## src/rtl/core/dopt_pkg.sv

```systemverilog
`timescale 1ns / 1ps
// ----------------------------------------------------------------------------
// dopt_pkg
// Shared types, option codes and helpers for the DHCP options TLV parser.
// ----------------------------------------------------------------------------
package dopt_pkg;

  localparam int unsigned FOUND_W = 5;

  // Option codes that the parser handles.
  localparam logic [7:0] CODE_PAD         = 8'd0;
  localparam logic [7:0] CODE_SUBNET_MASK = 8'd1;
  localparam logic [7:0] CODE_ROUTER      = 8'd3;
  localparam logic [7:0] CODE_MSG_TYPE    = 8'd53;
  localparam logic [7:0] CODE_SERVER_ID   = 8'd54;
  localparam logic [7:0] CODE_RENEWAL     = 8'd58;
  localparam logic [7:0] CODE_END         = 8'd255;

  // Bit positions in the found flags.
  localparam int unsigned FOUND_TYPE    = 0;
  localparam int unsigned FOUND_SERVER  = 1;
  localparam int unsigned FOUND_ROUTER  = 2;
  localparam int unsigned FOUND_MASK    = 3;
  localparam int unsigned FOUND_RENEWAL = 4;

  // Value bytes captured for each option kind.
  localparam logic [2:0] NEED_NONE = 3'd0;
  localparam logic [2:0] NEED_BYTE = 3'd1;
  localparam logic [2:0] NEED_WORD = 3'd4;

  typedef struct packed {
    logic [7:0] option_byte;
    logic       last_byte;
  } in_t;

  typedef struct packed {
    logic [7:0]         msg_type;
    logic [31:0]        server_ip;
    logic [31:0]        router_ip;
    logic [31:0]        subnet_mask;
    logic [31:0]        renewal_seconds;
    logic [FOUND_W-1:0] found_flags;
    logic               truncated;
  } out_t;

  // Handshake between the input register and the parse stage.
  typedef struct packed {
    logic step;
    logic emit;
  } step_ctl_t;

  function automatic logic [2:0] needed_bytes(input logic [7:0] code);
    logic [2:0] need;
    unique case (code)
      CODE_MSG_TYPE: need = NEED_BYTE;
      CODE_SERVER_ID, CODE_ROUTER, CODE_SUBNET_MASK, CODE_RENEWAL: need = NEED_WORD;
      default: need = NEED_NONE;
    endcase
    return need;
  endfunction

endpackage

```

## src/rtl/core/dopt_in_stage.sv

```systemverilog
`timescale 1ns / 1ps
// ----------------------------------------------------------------------------
// dopt_in_stage
// Input register: holds one options byte until the parse stage consumes it.
// ----------------------------------------------------------------------------
module dopt_in_stage (
  input  logic          clk_i,
  input  logic          rst_ni,
  input  logic          in_valid_i,
  output logic          in_ready_o,
  input  dopt_pkg::in_t in_data_i,
  input  logic          step_i,
  output logic          hold_valid_o,
  output dopt_pkg::in_t hold_data_o
);

  logic          valid_q, valid_d;
  dopt_pkg::in_t data_q;

  // The register frees up in the same cycle its byte is consumed.
  assign in_ready_o = !valid_q || step_i;
  assign valid_d    = (in_valid_i && in_ready_o) || (valid_q && !step_i);

  always_ff @(posedge clk_i or negedge rst_ni) begin
    if (!rst_ni) begin
      valid_q <= 1'b0;
    end else begin
      valid_q <= valid_d;
    end
  end

  always_ff @(posedge clk_i) begin
    if (in_valid_i && in_ready_o) begin
      data_q <= in_data_i;
    end
  end

  assign hold_valid_o = valid_q;
  assign hold_data_o  = data_q;

endmodule

```

## src/rtl/core/dopt_parse.sv

```systemverilog
`timescale 1ns / 1ps
// ----------------------------------------------------------------------------
// dopt_parse
// Option walker: code, length and value phases, capture and commit of the
// selected options, and assembly of the per-packet result.
// ----------------------------------------------------------------------------
module dopt_parse (
  input  logic           clk_i,
  input  logic           rst_ni,
  input  logic           step_i,
  input  dopt_pkg::in_t  item_i,
  output logic           emit_o,
  output dopt_pkg::out_t result_o
);

  typedef enum logic [1:0] {
    PH_CODE,
    PH_LEN,
    PH_VALUE,
    PH_DRAIN
  } phase_e;

  phase_e                       phase_q, phase_d;
  logic [7:0]                   code_q, code_d;
  logic [7:0]                   left_q, left_d;
  logic [31:0]                  cap_q, cap_d;
  logic [2:0]                   taken_q, taken_d;
  logic [7:0]                   type_q, type_d;
  logic [31:0]                  server_q, server_d;
  logic [31:0]                  router_q, router_d;
  logic [31:0]                  mask_q, mask_d;
  logic [31:0]                  renew_q, renew_d;
  logic [dopt_pkg::FOUND_W-1:0] found_q, found_d;

  logic       emit, trunc, clear, go_drain;
  logic [2:0] need;
  logic [7:0] b;
  logic       last;

  assign b    = item_i.option_byte;
  assign last = item_i.last_byte;
  assign need = dopt_pkg::needed_bytes(code_q);

  always_comb begin
    phase_d  = phase_q;
    code_d   = code_q;
    left_d   = left_q;
    cap_d    = cap_q;
    taken_d  = taken_q;
    type_d   = type_q;
    server_d = server_q;
    router_d = router_q;
    mask_d   = mask_q;
    renew_d  = renew_q;
    found_d  = found_q;
    emit     = 1'b0;
    trunc    = 1'b0;
    clear    = 1'b0;
    go_drain = 1'b0;

    unique case (phase_q)
      PH_CODE: begin
        if (b == dopt_pkg::CODE_PAD) begin
          emit = last;
        end else if (b == dopt_pkg::CODE_END) begin
          emit     = 1'b1;
          go_drain = !last;
        end else begin
          code_d = b;
          if (last) begin
            emit  = 1'b1;
            trunc = 1'b1;
          end else begin
            phase_d = PH_LEN;
          end
        end
      end
      PH_LEN: begin
        left_d  = b;
        cap_d   = '0;
        taken_d = '0;
        if (b == 8'd0) begin
          phase_d = PH_CODE;
          emit    = last;
        end else if (last) begin
          emit  = 1'b1;
          trunc = 1'b1;
        end else begin
          phase_d = PH_VALUE;
        end
      end
      PH_VALUE: begin
        if (taken_q < need) begin
          cap_d   = {cap_q[23:0], b};
          taken_d = taken_q + 3'd1;
        end
        left_d = left_q - 8'd1;
        if (left_d == 8'd0) begin
          // Commit only an option whose value arrived in full.
          if (need != dopt_pkg::NEED_NONE && taken_d == need) begin
            unique case (code_q)
              dopt_pkg::CODE_MSG_TYPE: begin
                type_d = cap_d[7:0];
                found_d[dopt_pkg::FOUND_TYPE] = 1'b1;
              end
              dopt_pkg::CODE_SERVER_ID: begin
                server_d = cap_d;
                found_d[dopt_pkg::FOUND_SERVER] = 1'b1;
              end
              dopt_pkg::CODE_ROUTER: begin
                router_d = cap_d;
                found_d[dopt_pkg::FOUND_ROUTER] = 1'b1;
              end
              dopt_pkg::CODE_SUBNET_MASK: begin
                mask_d = cap_d;
                found_d[dopt_pkg::FOUND_MASK] = 1'b1;
              end
              dopt_pkg::CODE_RENEWAL: begin
                renew_d = cap_d;
                found_d[dopt_pkg::FOUND_RENEWAL] = 1'b1;
              end
              default: begin
              end
            endcase
          end
          phase_d = PH_CODE;
          emit    = last;
        end else if (last) begin
          emit  = 1'b1;
          trunc = 1'b1;
        end
      end
      PH_DRAIN: begin
        clear = last;
      end
      default: begin
      end
    endcase

    // The result reflects the packet after any commit on this byte.
    result_o.msg_type        = type_d;
    result_o.server_ip       = server_d;
    result_o.router_ip       = router_d;
    result_o.subnet_mask     = mask_d;
    result_o.renewal_seconds = renew_d;
    result_o.found_flags     = found_d;
    result_o.truncated       = trunc;

    // Every result, and every last byte, starts a fresh packet.
    if (emit || clear) begin
      phase_d  = go_drain ? PH_DRAIN : PH_CODE;
      code_d   = '0;
      left_d   = '0;
      cap_d    = '0;
      taken_d  = '0;
      type_d   = '0;
      server_d = '0;
      router_d = '0;
      mask_d   = '0;
      renew_d  = '0;
      found_d  = '0;
    end
  end

  assign emit_o = emit;

  always_ff @(posedge clk_i or negedge rst_ni) begin
    if (!rst_ni) begin
      phase_q  <= PH_CODE;
      code_q   <= '0;
      left_q   <= '0;
      cap_q    <= '0;
      taken_q  <= '0;
      type_q   <= '0;
      server_q <= '0;
      router_q <= '0;
      mask_q   <= '0;
      renew_q  <= '0;
      found_q  <= '0;
    end else if (step_i) begin
      phase_q  <= phase_d;
      code_q   <= code_d;
      left_q   <= left_d;
      cap_q    <= cap_d;
      taken_q  <= taken_d;
      type_q   <= type_d;
      server_q <= server_d;
      router_q <= router_d;
      mask_q   <= mask_d;
      renew_q  <= renew_d;
      found_q  <= found_d;
    end
  end

endmodule

```

## src/rtl/core/dhcp_option_tlv_parser_top.sv

```systemverilog
`timescale 1ns / 1ps
// ----------------------------------------------------------------------------
// dhcp_option_tlv_parser_top
// Result path: a packet's End or last byte is accepted into the input register,
//   and its result is then loaded into the result register and offered.
// Throughput: one options byte per cycle; a waiting result stalls input only
//   when the next byte would itself produce a result.
// Reset: asynchronous, active low; clears all parse state and both valids.
// ----------------------------------------------------------------------------
module dhcp_option_tlv_parser_top (
  input  logic           clk_i,
  input  logic           rst_ni,
  input  logic           in_valid_i,
  output logic           in_ready_o,
  input  dopt_pkg::in_t  in_data_i,
  output logic           out_valid_o,
  input  logic           out_ready_i,
  output dopt_pkg::out_t out_data_o
);

  logic               hold_valid;
  dopt_pkg::in_t      hold_data;
  dopt_pkg::step_ctl_t ctl;
  dopt_pkg::out_t     result;
  logic               out_free;

  logic               out_valid_q, out_valid_d;
  dopt_pkg::out_t     out_q;

  // The input register feeds the parser one byte per cycle unless stalled.
  dopt_in_stage u_in (
    .clk_i        (clk_i),
    .rst_ni       (rst_ni),
    .in_valid_i   (in_valid_i),
    .in_ready_o   (in_ready_o),
    .in_data_i    (in_data_i),
    .step_i       (ctl.step),
    .hold_valid_o (hold_valid),
    .hold_data_o  (hold_data)
  );

  // The parse stage works on the held byte combinationally and updates its
  // state only when the step is taken.
  dopt_parse u_parse (
    .clk_i    (clk_i),
    .rst_ni   (rst_ni),
    .step_i   (ctl.step),
    .item_i   (hold_data),
    .emit_o   (ctl.emit),
    .result_o (result)
  );

  // A byte that yields no result may always advance. A byte that closes a
  // packet needs the result register to be empty or emptying this cycle.
  assign out_free = !out_valid_q || out_ready_i;
  assign ctl.step = hold_valid && (!ctl.emit || out_free);

  assign out_valid_d = (ctl.step && ctl.emit) || (out_valid_q && !out_ready_i);

  always_ff @(posedge clk_i or negedge rst_ni) begin
    if (!rst_ni) begin
      out_valid_q <= 1'b0;
    end else begin
      out_valid_q <= out_valid_d;
    end
  end

  always_ff @(posedge clk_i) begin
    if (ctl.step && ctl.emit) begin
      out_q <= result;
    end
  end

  assign out_valid_o = out_valid_q;
  assign out_data_o  = out_q;

  // A closing byte that steps always leaves a result on offer.
  a_emit_loads : assert property (@(posedge clk_i) disable iff (!rst_ni)
    (ctl.step && ctl.emit) |=> out_valid_q)
    else $error("result transaction lost after a closing byte");

  // A result that is not taken is never overwritten by a new one.
  a_no_overwrite : assert property (@(posedge clk_i) disable iff (!rst_ni)
    (out_valid_q && !out_ready_i) |-> !(ctl.step && ctl.emit))
    else $error("pending result overwritten");

  // A held byte stays held until the parse stage consumes it.
  a_hold_kept : assert property (@(posedge clk_i) disable iff (!rst_ni)
    (hold_valid && !ctl.step) |=> hold_valid)
    else $error("input byte dropped before parsing");

  // Message type is zero whenever it was not found in the packet.
  a_type_zero : assert property (@(posedge clk_i) disable iff (!rst_ni)
    out_valid_q |-> (out_q.found_flags[dopt_pkg::FOUND_TYPE] || out_q.msg_type == 8'd0))
    else $error("message type set without its found flag");

endmodule
```

## config.mk

```make
export PLATFORM = sky130hd
export DESIGN_NAME = dhcp_option_tlv_parser_top
export DESIGN_NICKNAME = d
export VERILOG_FILES = /design/src/rtl/core/dopt_pkg.sv /design/src/rtl/core/dopt_in_stage.sv /design/src/rtl/core/dopt_parse.sv /design/src/rtl/core/dhcp_option_tlv_parser_top.sv
export SDC_FILE = /design/constraint.sdc
export NUM_CORES = 1
export LEC_CHECK = 0
export ABC_AREA = 1
export BUFFER_PORTS_ARGS = -buffer_cell sky130_fd_sc_hd__buf_2
export CAP_MARGIN = 0
export CORE_MARGIN = 8
export CORE_UTILIZATION = 35
export CTS_BUF_LIST = sky130_fd_sc_hd__clkbuf_8 sky130_fd_sc_hd__clkbuf_16
export DETAILED_ROUTE_END_ITERATION = 8
export GPL_TIMING_DRIVEN = 0
export HOLD_SLACK_MARGIN = 0.05
export PLACE_DENSITY = 0.58
export SLEW_MARGIN = 15
export SYNTH_ARGS = -nofsm -noshare
export SYNTH_HDL_FRONTEND = slang
export SYNTH_SLANG_ARGS = --single-unit
```

## constraint.sdc

```tcl
create_clock -name clk_i -period 6.49 [get_ports clk_i]
set_input_delay 0.3245 -clock clk_i [delete_from_list [all_inputs] [get_ports clk_i]]
set_output_delay 0.3245 -clock clk_i [all_outputs]
set_load 0.01 [all_outputs]
```

==> run summary <==
The flow ran to the end, and the final reports show no timing, DRC or antenna violations. The clock-pin slew of the registers on the worst-case setup and hold paths came out at ~0.07 ns. The total nets after synthesis came out at 1828.

Entering global routing, the biggest net connects 96 pins. Setup violations remaining at the end of the flow were counted as 0. At the end of the flow, the number of nets in the layout was around 2000. The synthesized area divided by synthesized cell count is slightly above 9 sq um.

The clock sink count came out at approximately 350. Of the available clock period, the critical path in the final layout requires 0.5731. The CTS tree is yes. The area growth from synthesis to layout came out at 18.71%. The placed wire-length estimate after detailed placement is around 33 mm. The critical path arrival came out at roughly 4.0 ns.

For this design, the slowest cell found on the critical path is o21ai_0. Of the synthesized area, sequential elements account for 0.5734. For this block, the routed nets add up to 47.60 mm of wire. Setup repair after global routing left no endpoint under its margin. The wire length of the first global-routing pass came out at 74.08 mm. The Yosys warning count is 0. The routed wire length per instance came out at approximately 18 um.

The kind of critical path is reg2reg. The first detailed-routing pass ran for 7 iterations. The synthesized design contains 151 enable-type register cells.

The maximum clock skew at final layout is just under 0.02 ns. The total count of hold-check failures in the final report was 0. The die span in y is between 200 and 250 um.

The flip-flop and latch count after synthesis is roughly 350. The fraction of registers with async set or reset after synthesis is 0.5648. Of the total synthesized cell area, the portion taken by AND, OR, NAND and NOR gates is 0.3058.

Measured on the finished design, the core utilization comes to 0.4206. The delay of the slowest critical-path stage is around 0.98 ns. The final-layout setup total negative slack came out at 0 ns. Summing over every cut layer, the via total after detailed routing is roughly 13000. The total overflow left after global routing is 0. The total core area came out at about 0.046 sq mm. The die extent in x came out at approximately 230 um. The worst setup path is captured at a flip-flop. The number of max-cap violations is 0. Of all nets on the critical path, the largest fanout is 10. The number of inserted diodes came out at 0.

The H-tree depth came out at 2. The total of buffers placed on input and output ports is about 160. Of the total synthesized cell area, the portion taken by XOR and XNOR cells is 0.001064. The peak ir drop on the vdd network came out at 0.2084 mV.

The most used flip-flop cell after synthesis is dfrtp_1. The required time of the critical path came out at 6.78 ns. The count of nets left with antenna violations once routing finished came out at 0. Counting the buffers created by CTS gives 39. The element type at the critical path start is a flip-flop. The count of cells resized by post-cts repair came out at 0. In this run the clock root is driven by a clkbuf_16. Of the cells placed in the final design, the portion with a size suffix greater than 1 is 0.1534. The detailed-route vias per instance is just over 5.

The full die area is 0.05423 sq mm. The path type of the worst min-delay path is in2async. Row generation in the floorplan step produced 79 rows. The number of antenna violations at the first check in global routing came out at 0.

The all-layer global routing usage came out at 0.1737. After technology mapping, the gate count stands at about 1800. The relative slew slack is 0.1758. The total count of max-transition violations in the final report came out at 0. Yosys mapped the design onto 36 distinct sky130hd cell types. The weighted congestion reported at the end of routability-driven placement came out at 0.8758. The post-route DRC violation count is 0. Pin placement for this block handled approximately 160 I/O pins. The main combinational cell family by area after synthesis is simple AND/OR/NAND/NOR gates. The total standard cell area after synthesis came out at 0.01646 sq mm. The iteration-0 DRC count of the detailed router is between 1000 and 1500.

The area share of fa/ha/maj cells after synthesis came out at 0.006841. The signal on the critical path passes through inv_1 > nand2_1 > nor2_4 > nand4_1 > nand3_1 > inv_1 > ha_1 > nand2_2 > nand2_4 > buf_6 > clkbuf_1 > o21ai_0 > nand4_1 > and2_1. In this run the deepest clock path goes through 3 buffers. The highest clock rate is approximately 0.27 GHz. The critical path contains buffers and inverters numbering 4 combined. The power density over the cells came out at around 330 mW/mm^2.

The leakage power total is between 9 and 10 nW. The largest delay contributor family on the critical path is simple AND/OR/NAND/NOR gates. The share of cell area taken by muxes after synthesis is 0. The insertion delay to the later sink of the worst-skew pair is between 0.5 and 0.6 ns. At the pin with the least slew margin, the transition time is 1.223 ns. The worst path needs 3.719 ns of the cycle, external delays included.

The fraction of the mapped netlist area in compound gates is 0.03573. The via count of the first global-routing pass came out at roughly 13000. The initial cell density of the core came out at 0.3543.

The number of inserted filler cells in the final layout is about 4500.
repair_timing:
item | 4_1_cts | 5_1_grt
hold endpoints to repair | 207 | 0
buffers inserted | 0 | 0
hold buffers | 12 | 0
metal layers:
layer | up-vias | GRT usage | wire, um
met5 | - | 0 | 0
met4 | 0 | 0.07136 | 1731
met3 | 101 | 0.02959 | 2721
met2 | 376 | 0.2814 | 22420
met1 | 6455 | 0.2287 | 20730
li1 | 6421 | - | -
worst paths after layout:
| check | from | end | slack, ns | cells after the start |
|---|---|---|---|---|
| worst max-delay path | u_parse.code_q[6] | out_data_o[124] | 2.77 | 14 |
| worst min-delay path | rst_ni | u_parse.type_q[3] | 0.17 | 2 |
| worst max register to register | u_parse.code_q[6] | out_data_o[124] | 2.77 | 14 |
| worst min register to register | u_parse.server_q[6] | u_parse.server_q[6] | 0.48 | 2 |
| max in group asynchronous | rst_ni | u_parse.server_q[10] | 5.58 | 3 |
| min in group clk_i | u_parse.server_q[6] | u_parse.server_q[6] | 0.48 | 2 |
Yosys cell counts, types with 2 or more instances:
cell / instances / area, sq um
o21ai_0: 60 / 300.3
nor2_4: 5 / 56.30
inv_2: 4 / 15.01
a21oi_2: 2 / 17.52
nand3_1: 160 / 800.8
a22oi_1: 5 / 37.54
xnor2_1: 2 / 17.52
o21ai_1: 10 / 50.05
nor2_2: 5 / 31.28
buf_2: 61 / 305.3
and2_1: 135 / 844.6
nand2_1: 504 / 1892
nand3b_1: 32 / 240.2
nand2_2: 3 / 18.77
nand4_1: 148 / 925.9
dfrtp_1: 196 / 4905
a21oi_1: 22 / 110.1
clkbuf_1: 26 / 97.59
nor2_1: 26 / 97.59
o22ai_1: 7 / 43.79
ha_1: 9 / 112.6
buf_1: 9 / 33.78
o31ai_1: 2 / 15.01
nand3_2: 5 / 50.05
buf_4: 8 / 60.06
nor3_1: 2 / 10.01
inv_1: 199 / 747.0
edfxtp_1: 151 / 4534
state kept, by name, summed over array words and instances (netlist names):
signal	cells
u_parse.server_q	32
u_parse.type_q	8
u_parse.code_q	8
u_parse.left_q	8
u_parse.found_q	5
u_in.hold_data_o	9
u_parse.router_q	32
u_parse.renew_q	32
u_in.hold_valid_o	1
u_parse.mask_q	32
out_data_o	142
u_parse.cap_q	32
u_parse.taken_q	3
out_valid_o	1
u_parse.phase_q	2
power by group:
group / internal [mW] / switching [mW] / leakage [nW]
registers: 2.57 / 0.102 / 4.13
clock network: 1.38 / 0.905 / 0.682
logic: 0.389 / 1.10 / 4.67
total: 4.34 / 2.11 / 9.48
cells by family (layout without fill, tap and decap cells):
group	Yosys count	count (layout)
xor+xnor	2	2
buf+inv	308	549
simple gates	1030	1030
compound gates	110	110
fa+ha+maj	9	9
flops	347	347
layout make-up:
cell class,count,area (sq um),share of cell area
Sequential cell,347,9439,0.4830
Multi-Input combinational cell,1151,5752,0.2943
Clock buffer,44,1079,0.05519
Timing Repair Buffer,171,993.5,0.05084
Inverter,203,769.5,0.03938
Tap cell,607,759.5,0.03887
Buffer,105,508.0,0.02600
Clock inverter,26,241.5,0.01236
metrics by stage:
step | cells | power (mW) | hold slack, ns | area, sq um | setup WS [ns]
2_1_floorplan | 1806 | 3.617 | 0.02891 | 16460 | 1.796
3_3_place_gp | 2569 | 4.192 | 0.4607 | 18000 | 0.07101
3_5_place_dp | 2572 | 4.194 | 0.1579 | 18100 | 2.852
4_1_cts | 2654 | 6.516 | 0.1433 | 19540 | 2.827
5_1_grt | 2654 | 6.754 | 0.1651 | 19540 | 2.610
6_report | 2654 | 6.450 | 0.1716 | 19540 | 2.771
layout by cell type (no fill, tap or decap), types with 12 or more instances in the layout:
cell             n
nand2_1        504
buf_2          216
inv_1          206
dfrtp_1        196
nand3_1        160
edfxtp_1       151
nand4_1        148
and2_1         135
o21ai_0         57
clkbuf_16       42
nand3b_1        32
nor2_1          26
clkbuf_1        26
a21oi_1         22
o21ai_1         13
dlygate4sd3_1   12
Power figures use the tool's default switching activity.
